===== config.mk =====
export PLATFORM = sky130hd
export DESIGN_NAME = typed_register_moving_average_unit
export DESIGN_NICKNAME = d
export VERILOG_FILES = /design/src/sv/trma_pkg.sv /design/src/sv/typed_register_moving_average_unit.sv
export SDC_FILE = /design/constraint.sdc
export NUM_CORES = 1
export LEC_CHECK = 0
export BUFFER_PORTS_ARGS = -buffer_cell sky130_fd_sc_hd__buf_2
export CORE_AREA = 2 2 220 222
export DETAILED_ROUTE_END_ITERATION = 12
export DIE_AREA = 0 0 222 224
export PLACE_DENSITY = 0.68
export SYNTH_ARGS = -nofsm -noshare
export SYNTH_HDL_FRONTEND = slang
export SYNTH_SLANG_ARGS = --single-unit

===== constraint.sdc =====
create_clock -name clk -period 4.6 [get_ports clk]
set_clock_uncertainty 0.15 [all_clocks]
set_input_delay 1.38 -clock clk [delete_from_list [all_inputs] [get_ports clk]]
set_output_delay 1.38 -clock clk [all_outputs]
set_load 0.01 [all_outputs]

===== src/sv/trma_pkg.sv =====
// package for the typed register moving average unit
// holds data widths, register type codes, config register indexes and the
// sequencer state type; no dependencies

package trma_pkg;

  // sample and value width
  localparam int DATA_W = 32;

  // default window slot count; the window holds one sample fewer than this
  localparam int WINDOW_SLOTS_DEF = 8;

  // one quotient bit per divider step
  localparam int DIV_STEPS = DATA_W;
  localparam int DIV_CNT_W = $clog2(DIV_STEPS);

  // config port
  localparam int CFG_INDEX_W = 2;
  localparam int CFG_DATA_W  = 3;

  localparam logic [CFG_INDEX_W-1:0] CFG_VALUE_TYPE    = 2'd0;
  localparam logic [CFG_INDEX_W-1:0] CFG_MIRROR_ENABLE = 2'd1;

  // register type codes
  localparam int TYPE_W = 3;

  localparam logic [TYPE_W-1:0] VT_BIT     = 3'd0;
  localparam logic [TYPE_W-1:0] VT_BYTE    = 3'd1;
  localparam logic [TYPE_W-1:0] VT_HALF    = 3'd2;
  localparam logic [TYPE_W-1:0] VT_WORD    = 3'd3;
  localparam logic [TYPE_W-1:0] VT_BITMAP  = 3'd4;
  localparam logic [TYPE_W-1:0] VT_INVALID = 3'd5;

  // sequencer states
  typedef enum logic [2:0] {
    ST_IDLE,
    ST_REPLACE,
    ST_DIV,
    ST_FIN
  } trma_state_t;

  // mirror of a value for a given type: bit and byte truncated to 8 bits, half to 16, both sign-extended;
  function automatic logic [DATA_W:0] mirror_of(input logic [TYPE_W-1:0] vtype,
                                                input logic [DATA_W-1:0] value);
    logic [DATA_W:0] res;
    res = '0;
    unique case (vtype) inside
      VT_BIT, VT_BYTE: res = {1'b1, {(DATA_W-8){value[7]}}, value[7:0]};
      VT_HALF:         res = {1'b1, {(DATA_W-16){value[15]}}, value[15:0]};
      VT_WORD, VT_BITMAP: res = {1'b1, value};
      default:         res = '0;
    endcase
    return res;
  endfunction

endpackage


===== src/sv/typed_register_moving_average_unit.sv =====
// flow: bit and bitmap types go from input word to result word through the
// finish state; averaging types first pass a window replace step once the
// window is full, then the 32-step shared restoring divider (one quotient bit
// a cycle); a new input word is taken only after the last result is registered
// reset: rst is synchronous and active high; type resets to invalid, mirror
// off, window empty (fill count, so the window memory needs no clearing pass)

module typed_register_moving_average_unit
  import trma_pkg::*;
#(
  parameter int WINDOW_SLOTS = WINDOW_SLOTS_DEF
) (
  input  logic                          clk,
  input  logic                          rst,
  // config write channel
  input  logic                          cfg_valid,
  output logic                          cfg_ready,
  input  logic [CFG_INDEX_W-1:0]        cfg_index,
  input  logic [CFG_DATA_W-1:0]         cfg_data,
  // sample channel
  input  logic                          in_valid,
  output logic                          in_ready,
  input  logic signed [DATA_W-1:0]      sample,
  // result channel
  output logic                          out_valid,
  input  logic                          out_ready,
  output logic signed [DATA_W-1:0]      current_value,
  output logic signed [DATA_W-1:0]      mirror_value,
  output logic                          mirror_valid
);

  // number of samples held in the window
  localparam int HELD_MAX = WINDOW_SLOTS - 1;
  // held count must reach HELD_MAX
  localparam int CW = $clog2(WINDOW_SLOTS);
  // slot address width
  localparam int AW = (HELD_MAX > 1) ? $clog2(HELD_MAX) : 1;

  localparam logic [CW-1:0] HELD_FULL = CW'(HELD_MAX);
  localparam logic [AW-1:0] SLOT_LAST = AW'(HELD_MAX - 1);

  // config registers
  logic [TYPE_W-1:0]   value_type;
  logic                mirror_enable;

  // window state
  logic [CW-1:0]       held_count;
  logic [DATA_W-1:0]   running_sum;
  logic [AW-1:0]       oldest_slot;
  logic [DATA_W-1:0]   value_reg;

  // window memory, one write and one registered read a cycle
  logic [DATA_W-1:0]   win_mem [HELD_MAX];
  logic [DATA_W-1:0]   rd_data;
  logic                mem_we;
  logic [AW-1:0]       mem_waddr;
  logic [DATA_W-1:0]   mem_wdata;

  // sequencer and divider
  trma_state_t         state;
  trma_state_t         state_next;
  logic [DATA_W-1:0]   sample_hold;
  logic [DATA_W-1:0]   quot;
  logic [CW-1:0]       rem;
  logic [DIV_CNT_W-1:0] div_cnt;

  logic                in_acc;
  logic                cfg_acc;
  logic                averaging;
  logic                win_full;
  logic                out_free;
  logic [DATA_W-1:0]   sum_fill;
  logic [DATA_W-1:0]   sum_replace;
  logic [CW:0]         rem_shift;
  logic [CW:0]         rem_diff;
  logic                q_bit;
  logic [CW-1:0]       rem_new;
  logic [DATA_W:0]     mirror_res;

  assign cfg_ready = 1'b1;
  assign cfg_acc   = cfg_valid & cfg_ready;
  assign in_acc    = in_valid & in_ready;

  // bit and bitmap take the sample as is, everything else averages
  assign averaging = !((value_type == VT_BIT) || (value_type == VT_BITMAP));
  assign win_full  = (held_count == HELD_FULL);
  // output register can take a new word
  assign out_free  = !out_valid || out_ready;

  // running sum updates, both wrap modulo 2^32
  assign sum_fill    = running_sum + sample;
  assign sum_replace = running_sum - rd_data + sample_hold;

  // one restoring divider step: shift in the next dividend bit, try subtract
  assign rem_shift = {rem, quot[DATA_W-1]};
  assign rem_diff  = rem_shift - {1'b0, held_count};
  assign q_bit     = (rem_shift >= {1'b0, held_count});
  assign rem_new   = q_bit ? rem_diff[CW-1:0] : rem_shift[CW-1:0];

  assign mirror_res = mirror_of(value_type, value_reg);

  // next state
  always_comb begin
    state_next = state;
    unique case (state)
      ST_IDLE: begin
        if (in_acc) begin
          if (!averaging) begin
            state_next = ST_FIN;
          end else if (win_full) begin
            state_next = ST_REPLACE;
          end else begin
            state_next = ST_DIV;
          end
        end
      end
      ST_REPLACE: state_next = ST_DIV;
      ST_DIV: begin
        if (div_cnt == '0) begin
          state_next = ST_FIN;
        end
      end
      ST_FIN: begin
        if (out_free) begin
          state_next = ST_IDLE;
        end
      end
      default: state_next = ST_IDLE;
    endcase
  end

  // sequencer outputs
  always_comb begin
    in_ready  = 1'b0;
    mem_we    = 1'b0;
    mem_waddr = oldest_slot;
    mem_wdata = sample_hold;
    unique case (state)
      ST_IDLE: begin
        in_ready = 1'b1;
        // filling: oldest slot stays at zero, so the next slot is the count
        mem_we    = in_valid && averaging && !win_full;
        mem_waddr = held_count[AW-1:0];
        mem_wdata = sample;
      end
      ST_REPLACE: begin
        mem_we = 1'b1;
      end
      ST_DIV, ST_FIN: begin
        mem_we = 1'b0;
      end
      default: begin
        mem_we = 1'b0;
      end
    endcase
  end

  always_ff @(posedge clk) begin
    if (rst) begin
      state <= ST_IDLE;
    end else begin
      state <= state_next;
    end
  end

  // window memory
  always_ff @(posedge clk) begin
    if (mem_we) begin
      win_mem[mem_waddr] <= mem_wdata;
    end
    // oldest sample is read ahead, ready when a full-window word arrives
    rd_data <= win_mem[oldest_slot];
  end

  // config registers and window control state
  always_ff @(posedge clk) begin
    if (rst) begin
      value_type    <= VT_INVALID;
      mirror_enable <= 1'b0;
      held_count    <= '0;
      running_sum   <= '0;
      oldest_slot   <= '0;
      value_reg     <= '0;
    end else if (cfg_acc) begin
      // type write empties the window
      if (cfg_index == CFG_VALUE_TYPE) begin
        value_type  <= cfg_data[TYPE_W-1:0];
        held_count  <= '0;
        running_sum <= '0;
        oldest_slot <= '0;
        value_reg   <= '0;
      end else if (cfg_index == CFG_MIRROR_ENABLE) begin
        mirror_enable <= cfg_data[0];
      end
    end else begin
      if (in_acc) begin
        if (!averaging) begin
          value_reg <= sample;
        end else if (!win_full) begin
          held_count  <= held_count + 1'b1;
          running_sum <= sum_fill;
        end
      end
      if (state == ST_REPLACE) begin
        running_sum <= sum_replace;
        oldest_slot <= (oldest_slot == SLOT_LAST) ? '0 : oldest_slot + 1'b1;
      end
      // last divider step lands the quotient
      if ((state == ST_DIV) && (div_cnt == '0)) begin
        value_reg <= {quot[DATA_W-2:0], q_bit};
      end
    end
  end

  // divider datapath and sample hold
  always_ff @(posedge clk) begin
    if (in_acc) begin
      sample_hold <= sample;
      quot        <= sum_fill;
      rem         <= '0;
      div_cnt     <= DIV_CNT_W'(DIV_STEPS - 1);
    end else if (state == ST_REPLACE) begin
      quot <= sum_replace;
    end else if (state == ST_DIV) begin
      quot    <= {quot[DATA_W-2:0], q_bit};
      rem     <= rem_new;
      div_cnt <= div_cnt - 1'b1;
    end
  end

  // output register
  always_ff @(posedge clk) begin
    if (rst) begin
      out_valid <= 1'b0;
    end else if ((state == ST_FIN) && out_free) begin
      out_valid <= 1'b1;
    end else if (out_ready) begin
      out_valid <= 1'b0;
    end
  end

  always_ff @(posedge clk) begin
    if ((state == ST_FIN) && out_free) begin
      current_value <= value_reg;
      mirror_value  <= mirror_enable ? mirror_res[DATA_W-1:0] : '0;
      mirror_valid  <= mirror_enable & mirror_res[DATA_W];
    end
  end

`ifndef SYNTHESIS
  // fill count never passes the window size
  a_held_bound: assert property (@(posedge clk) disable iff (rst)
    held_count <= HELD_FULL)
    else $error("held count beyond window size");

  // the oldest slot only moves once the window is full
  a_oldest_full: assert property (@(posedge clk) disable iff (rst)
    (oldest_slot != '0) |-> win_full)
    else $error("oldest slot moved before window filled");

  // partial remainder stays below the divisor
  a_rem_bound: assert property (@(posedge clk) disable iff (rst)
    (state == ST_DIV) |-> (rem < held_count))
    else $error("divider remainder not below held count");

  // no new word is taken right after one was accepted
  a_busy_after_accept: assert property (@(posedge clk) disable iff (rst)
    in_acc |=> !in_ready)
    else $error("input accepted while busy");

  // averaging words always divide by a nonzero count
  a_div_nonzero: assert property (@(posedge clk) disable iff (rst)
    (state == ST_DIV) |-> (held_count != '0))
    else $error("divide by zero held count");
`endif

endmodule

=== Word level (Yosys, flattened, before mapping) ===
Memories as Yosys holds them, arrays and structs flattened. A register that Yosys moved wholly into a read port is not among the register bits.
Cells that the tools add are included.

* Bits in registers: 215
* RAM bits: 224
* Bits of input ports: 42
* Output and inout bits: 68
* Logic and storage cells: 113
* Memories: 1

{| class="wikitable"
|+ Memories
! name !! depth !! bits a word !! rd ports !! clocked after memory_dff !! write ports !! line !! source
|-
| win_mem || 7 || 32 || 1 || 1 || 1 || typed_register_moving_average_unit.sv:53 || <nowiki>logic [DATA_W-1:0] win_mem [HELD_MAX];</nowiki>
|}

* Add/sub/neg operators: 7
* $lt $le $gt $ge: 1
* Equal/unequal tests: 18
* Multiplexer cells: 37
* Bitwise gates (word level): 4
* Reduce and logical (&&, ||, !) cells: 30

{| class="wikitable"
|+ Operators by type and width
! kind !! number
|-
| $mux 32 || 14
|-
| $pmux 33 s3 || 1
|-
| $add 32x32->32 || 2
|-
| $mux 3 || 13
|-
| $sub 32x32->32 || 1
|-
| $eq 3x2->1 const B || 4
|-
| $pmux 3 s4 || 1
|-
| $reduce_bool 3->1 || 4
|-
| $ne 2x2->1 const B || 5
|-
| $eq 3x3->1 const B || 3
|-
| $reduce_and 3->1 || 3
|-
| $reduce_and 4->1 || 2
|-
| $add 3x1->3 const B || 2
|-
| $eq 3x1->1 const B || 2
|-
| $logic_not 3->1 || 2
|-
| $ne 3x2->1 const B || 2
|-
| $reduce_and 2->1 || 3
|-
| $reduce_bool 2->1 || 3
|-
| $logic_not 5->1 || 1
|-
| $mux 1 || 5
|-
| $sub 5x1->5 const B || 1
|-
| $ge 4x3->1 || 1
|-
| $logic_and 1x1->1 || 4
|-
| $mux 2 || 2
|-
| 10 further kinds || 16
|}

=== Logic depth before layout (Yosys ltp) ===
Gate-level depths: netlist (run 1).

* Depth after elaboration: 8
* Depth in mapped cells: 14

=== Least setup slack after synthesis (run 1) ===
No wires, ideal clock.

* Path kind: input to register
* Start point: input out_ready
* End point: register current_value[0] (enable)
* Setup time: 496 ps
* Data arrival time: 4336 ps
* Slack: -382 ps
* Stages: 2
* Buffers on the path: 0
* Cell sequence: nor2b_1 > nor2b_1

* Cells in the longest elaborated chain, start to end: 2

{| class="wikitable"
|+ RTL lines
! what !! line !! source
|-
| start, declared || typed_register_moving_average_unit.sv:26 || <nowiki>input logic out_ready,</nowiki>
|-
| $logic_or 1x1->1 || typed_register_moving_average_unit.sv:88 || <nowiki>assign out_free = !out_valid || out_ready;</nowiki>
|-
| $logic_and 1x1->1 || typed_register_moving_average_unit.sv:243 || <nowiki>if ((state == ST_FIN) && out_free) begin</nowiki>
|-
| end signal, assigned || typed_register_moving_average_unit.sv:244 || <nowiki>current_value <= value_reg;</nowiki>
|-
| end, declared || typed_register_moving_average_unit.sv:27 || <nowiki>output logic signed [DATA_W-1:0] current_value,</nowiki>
|}

No other way between the ends.
A chain may end at the register's enable or synchronous reset.

=== Worst setup path after layout (run 1) ===
* Start point: register running_sum[1]
* End point: register quot[24] (data pin)

* Cells in the longest elaborated chain, start to end: 4
* Elaborated cells between the ends (all ways): 5

{| class="wikitable"
|+ RTL lines
! what !! line !! source
|-
| start, declared || typed_register_moving_average_unit.sv:48 || <nowiki>logic [DATA_W-1:0] running_sum;</nowiki>
|-
| start signal, assigned || typed_register_moving_average_unit.sv:201 || <nowiki>running_sum <= sum_fill;</nowiki>
|-
| start signal, assigned || typed_register_moving_average_unit.sv:205 || <nowiki>running_sum <= sum_replace;</nowiki>
|-
| $sub 32x32->32 || typed_register_moving_average_unit.sv:92 || <nowiki>assign sum_replace = running_sum - rd_data + sample_hold;</nowiki>
|-
| $add 32x32->32 || typed_register_moving_average_unit.sv:92 ||
|-
| $mux 32 || typed_register_moving_average_unit.sv:222 || <nowiki>end else if (state == ST_REPLACE) begin</nowiki>
|-
| $mux 32 * || typed_register_moving_average_unit.sv:217 || <nowiki>if (in_acc) begin</nowiki>
|-
| end signal, assigned || typed_register_moving_average_unit.sv:219 || <nowiki>quot <= sum_fill;</nowiki>
|-
| end signal, assigned || typed_register_moving_average_unit.sv:223 || <nowiki>quot <= sum_replace;</nowiki>
|-
| end signal, assigned || typed_register_moving_average_unit.sv:225 || <nowiki>quot <= {quot[DATA_W-2:0], q_bit};</nowiki>
|-
| end, declared || typed_register_moving_average_unit.sv:63 || <nowiki>logic [DATA_W-1:0] quot;</nowiki>
|}

Every way passes the cells marked *; elsewhere a longest branch is shown, timed or not.

==> reports/metrics.cfg, run 1 <==
[sta]
max-slew-margin-rel_pct=29.0
worst_pin_slew_ns=1.06
period_minus_slack_ns=4.29
fmax_mhz=233
setup_viol=0
min_period_over_period_pct=93.2
hold_viol=0
rsz0062_at_grt=no
drv_slew=0
hold_slack_ns=0.306

[grt]
antenna_found_initial=0
grt_pass1_wl_um=90200
grt_pass1_vias=15400
overflow=0
grt_max_degree=77
grt.total_usage_pct=23.6

[clock_network]
cts.clk_slew.worst_paths_ns=0.06
clk_path_buf_depth=3
cts_tree=yes
postCtsSetupBuffers=0
cts_inserted_buffers=48
clkSinkCount=470
cts_root_buf=clkbuf_16
clk_latency_ns=0.59
cts_resized=0
htree_num_levels=2
cts_hold_buf=0

[cells_and_area]
layout.cells.non_filler=2770
final_nets=2264
final_cell_mix=edfxtp_1, nand2_1, inv_1, a21oi_1, o21ai_0
drive_gt1_share_pct=15.3
diodes=0
syn_to_final_growth_pct=13.4
layout_commonest_cell=edfxtp_1
largest_reg_flops=224
top_register=win_mem

[route]
dr.pass1.iters=8
wl_um=58400
vias=16000
antenna_left=0
drt_iter0_drc=1398
vias_per_cell=5.78
drc_errors=0
post_drt_wl_per_cell_um=21.1

[setup_path]
arrival_ns=4.48
cp_max_fo=4
endpoint_kind=flop
reg2reg_from=running_sum[1]
crit_path_start_kind=flop
reg2reg_depth=13
crit_type=flop to flop
slowest_stage=fa_1
max_stage_delay_ns=0.54
critical_path_required_ns=4.79
r2r_end=quot[24]
worstPathCellList=inv_1, fa_1, inv_1, fa_1, a21oi_1, o22ai_1, o211a_1, or2_1, a22o_1, o41ai_1, xor2_1, a211oi_1, a21o_1
rrSetupSlack_ns=0.31

[synthesis]
synth_ff_type=edfxtp_1
syn_area_um2=22900
synth-seq-cells=470
syn-num-nets=2160
postSynthCellCount=2011
synthArstFlopShare_pct=0
ys_warn_count=0
ys_seq_area_share_pct=56.6
synth_edf_count=353
synth_cell_type_count=76
avgSynthCellArea_um2=11.4

[min_path]
hold_class=flop to flop
min_path_cells=0
hold_path_startpoint=value_reg[0]
whs_endpoint=current_value[0]

[floorplan]
rows=80
ioPinCount=110
die-area_um2=49700
die_h_um=224
die_x_um=222
start_util_pct=48.3
core-area_um2=47300

[place]
gp_congestion=0.937
portBuffers=108
post-dp-hpwl_um=39500
numPlacedInstances=2680

[pwr]
power_density_nw_per_um2=658
leakagePower_nw=9.78
ir_drop_uv=340
finalPower_w=0.0171

[job]
maxCapViolCount=0

[status]
status=finished clean

-- area by class of cell --
| type | count | area (um^2) |
|---|---|---|
| fill | 3975 | 21400 |
| clock buffer | 62 | 1320 |
| multi-input combinational | 1285 | 9030 |
| tap | 615 | 769 |
| inverter | 155 | 582 |
| sequential | 470 | 13000 |
| timing repair buffer | 155 | 943 |
| clock inverter | 28 | 343 |
-- cell families (layout without fill, tap and decap cells) --
logic type | count (synthesis) | count (layout) | share of synthesized area (%)
compound gates | 485 | 485 | 12.9
xor+xnor | 59 | 59 | 2.26
fa+ha+maj | 107 | 107 | 6.94
buf+inv | 256 | 400 | 4.26
flops | 470 | 470 | 56.6
mux | 120 | 120 | 7.18
other cells | 1 | 1 | 0.0164
simple gates | 513 | 513 | 9.91
-- critical path: cells and delay by family, from the launching register on --
family | cells | cell delay [ns]
AND/OR/NAND/NOR | 1 | 0.27
flip-flops | 1 | 0.41
AO/OA/AOI/OAI | 7 | 1.74
XOR/XNOR | 1 | 0.36
buffers and inverters | 2 | 0.16
adder cells (fa/ha/maj) | 2 | 0.96
-- power by group --
group          internal [W]  leakage [nW]  total [W]  switching, W
registers           0.00575          4.20    0.00614      0.000388
clock network       0.00243         0.805    0.00409       0.00166
logic               0.00259          4.78    0.00685       0.00425
total                0.0108          9.78     0.0171       0.00630
-- layer usage --
metal  global-route usage (%)  part of all wire (%)
met5                        0                     0
met4                     6.97                   2.4
met3                     3.74                   6.7
met2                     37.1                    45
met1                     33.9                    46
-- worst max-delay path by stage --
stage	startpoint	endpoint	slack, ns
after CTS	running_sum[1]	quot[24]	0.38
after floorplan	sample[0]	running_sum[26]	0.41
after global routing	running_sum[2]	quot[31]	0.19
after global placement	sample[1]	quot[29]	-0.003
final	running_sum[1]	quot[24]	0.31
after detailed placement	sample[2]	quot[29]	-0.05
-- synth_stat cells (all sizes together) (33+ instances only) --
library cell  instances  area, um^2
xnor2                38         333
a21oi               151         756
edfxtp              353       10600
mux2                 33         372
dfxtp               117        2340
fa                   33         661
nand2               252         948
mux2i                55         551
nor2                123         462
clkbuf               85         319
a31oi                59         369
inv                 153         574
o21ai               136         681
ha                   74         926
a21o                 34         257
-- through the flow --
| stage | instance area [um^2] | setup TNS, ns | utilization (%) | setup slack [ns] |
|---|---|---|---|---|
| global route | 25900 | 0 | 54.8 | 0.186 |
| finish | 25900 | 0 | 54.8 | 0.314 |
| CTS | 25900 | 0 | 54.8 | 0.380 |
| global placement | 24300 | -0.00314 | 51.3 | -0.00314 |
| floorplan | 22900 | 0 | - | 0.409 |
| detailed placement | 24300 | -0.0517 | 51.3 | -0.0517 |
Note: power is estimated with default switching activity, not from simulation.
==> inputs of run 2 (changes only) <==
--- a/config.mk
+++ b/config.mk
@@ -6,10 +6,9 @@
 export NUM_CORES = 1
 export LEC_CHECK = 0
 export BUFFER_PORTS_ARGS = -buffer_cell sky130_fd_sc_hd__buf_2
-export CORE_AREA = 2 2 220 222
+export CORE_AREA = 2 2 229 231
 export DETAILED_ROUTE_END_ITERATION = 12
-export DIE_AREA = 0 0 222 224
-export PLACE_DENSITY = 0.68
+export DIE_AREA = 0 0 231 233
 export SYNTH_ARGS = -nofsm -noshare
 export SYNTH_HDL_FRONTEND = slang
 export SYNTH_SLANG_ARGS = --single-unit
==> run 2 against run 1 <==
Final area increased by 0.31%. Highest routed layer unchanged. Critical path type unchanged. Clock power about the same. Wire length increased by 0.97%. Non-clock buffer count decreased by 4. Global-route usage decreased by 1.5 points. Via count decreased by 0.79%.
==> reports/metrics.cfg, run 2 (synthesis results as in run 1) <==
[pwr]
seq_power_share_pct=36.2  ; +0.3 points
intPower_w=0.0107  ; -0.53%
p_clk_share_pct=24.0  ; about the same
switching_share_pct=36.6  ; -0.28 points
finalPower_w=0.0169  ; -0.97%
ir_drop_uv=326  ; -4.2%
power_density_nw_per_um2=650  ; -1.3%
p_sw_w=0.00619  ; -1.7%
leakagePower_nw=9.77  ; about the same
combPwrFrac_pct=39.8  ; -0.3 points

[setup_path]
max_stage_delay_ns=0.53  ; about the same
crit_path_start_kind=flop
worstPathCellList=inv_1, fa_1, inv_1, fa_1, a21oi_1, o22ai_1, o211a_1, or2_1, a22o_1, o41ai_1, xor2_1, a211oi_1, a21o_1
critical_path_required_ns=4.81  ; +0.02 ns
crit_type=flop to flop
path_delay_family=compound AO/OA/AOI/OAI gates
slowest_stage=fa_1
critical_path_buf_inv_count=2  ; unchanged
cp_max_fo=4  ; unchanged
arrival_ns=4.49  ; about the same
endpoint_kind=flop

[route]
dr.pass1.iters=7  ; -1
post_drt_wl_per_cell_um=20.8  ; -1.3%
vias=15900  ; -0.79%
wl_um=59000  ; +0.97%
drt_iter0_drc=1237  ; -12%
vias_per_cell=5.61  ; -3.0%
drc_errors=0  ; unchanged
antenna_left=0  ; unchanged

[floorplan]
die_x_um=231  ; +4.1%
ioPinCount=110  ; unchanged
rows=83  ; +3.8%
start_util_pct=44.8  ; -3.5 points
die_h_um=233  ; +4.0%
die-area_um2=53800  ; +8.2%
core-area_um2=51100  ; +7.9%

[sta]
worst_pin_slew_ns=1.17  ; +0.112 ns
fmax_mhz=234  ; +0.15%
final.setup.tns_ns=0  ; unchanged
min_period_over_period_pct=93.0  ; -0.14 points
hold_viol=0  ; unchanged
drv_slew=0  ; unchanged
max-slew-margin-rel_pct=21.5  ; -7.5 points
rsz0062_at_grt=no
period_minus_slack_ns=4.28  ; -0.00622 ns
setup_viol=0  ; unchanged

[clock_network]
postCtsSetupBuffers=0  ; unchanged
cts_tree=yes
cts_inserted_buffers=49  ; +2.1%
htree_num_levels=2  ; unchanged
cts_resized=0  ; unchanged
clkSinkCount=470  ; unchanged
cts.clk_slew.worst_paths_ns=0.06  ; about the same
cts_root_buf=clkbuf_16
clk_path_buf_depth=3  ; unchanged
cts_hold_buf=0  ; unchanged
clk_latency_ns=0.60  ; about the same

[cells_and_area]
multi_input_area_um2=9030  ; unchanged
final_nets=2261  ; -0.13%
top_register=win_mem
largest_reg_flops=224  ; unchanged
syn_to_final_growth_pct=13.8
fillers=4543  ; +14%
layout_commonest_cell=edfxtp_1
layout.cells.non_filler=2833  ; +2.3%
diodes=0  ; unchanged
drive_gt1_share_pct=15.2  ; -0.032 points
final_cell_mix=edfxtp_1, nand2_1, inv_1, a21oi_1, o21ai_0
seqCellArea_um2=13000  ; unchanged

[grt]
grt_pass1_wl_um=90300  ; about the same
antenna_found_initial=0  ; unchanged
grt_max_degree=66  ; -14%
grt.total_usage_pct=22.1  ; -1.5 points
grt_pass1_vias=15300  ; -1.1%
overflow=0  ; unchanged

[place]
post-dp-hpwl_um=39200  ; -0.76%
portBuffers=108  ; unchanged
gp_congestion=0.910  ; -2.9%
numPlacedInstances=2741  ; +2.3%

[min_path]
hold_class=flop to flop

[status]
status=finished clean

[job]
maxCapViolCount=0  ; unchanged

-- run 2: metrics by stage --
step	hold WS [ns]	instance area, um^2	util [%]	setup slack (ns)
floorplan	0.272	22900	-	0.409
global placement	0.297	24400	47.7	0.0553
detailed placement	0.298	24400	47.7	0.0929
CTS	0.312	26000	50.9	0.350
global route	0.332	26000	50.9	0.141
finish	0.309	26000	50.9	0.320
-- run 2: final cells by class --
class / instances / share of cell area, %
clock inverter: 32 / 1.28
tap: 680 / 3.27
inverter: 155 / 2.24
timing repair buffer: 151 / 3.61
sequential: 470 / 49.8
clock buffer: 60 / 5.11
multi-input combinational: 1285 / 34.7
-- run 2: path summary, 6_finish.rpt --
kind / cells past startpoint / start / slack, ns / to
worst min register to register: 0 / value_reg[17] / 0.31 / current_value[17]
worst max-delay path: 13 / running_sum[1] / 0.32 / quot[24]
worst max register to register: 13 / running_sum[1] / 0.32 / quot[24]
worst min-delay path: 0 / value_reg[17] / 0.31 / current_value[17]
-- run 2: per-layer routing --
| metal | routed length (um) | track usage, % | vias up |
|---|---|---|---|
| met4 | 1500 | 6.94 | 0 |
| met2 | 26800 | 35.5 | 515 |
| met1 | 27100 | 31.1 | 7790 |
| met5 | 0 | 0 | - |
| met3 | 3610 | 3.04 | 96 |
| li1 | - | - | 7484 |
-- run 2: power by group through the flow --
stage                     Clock [W]  Sequential [W]  Combinational [W]
after CTS                   0.00415         0.00612            0.00670
after detailed placement          0         0.00620            0.00665
after global routing        0.00430         0.00618            0.00750
final                       0.00406         0.00612            0.00672
after global placement            0         0.00618            0.00655
after floorplan                   0         0.00608            0.00490
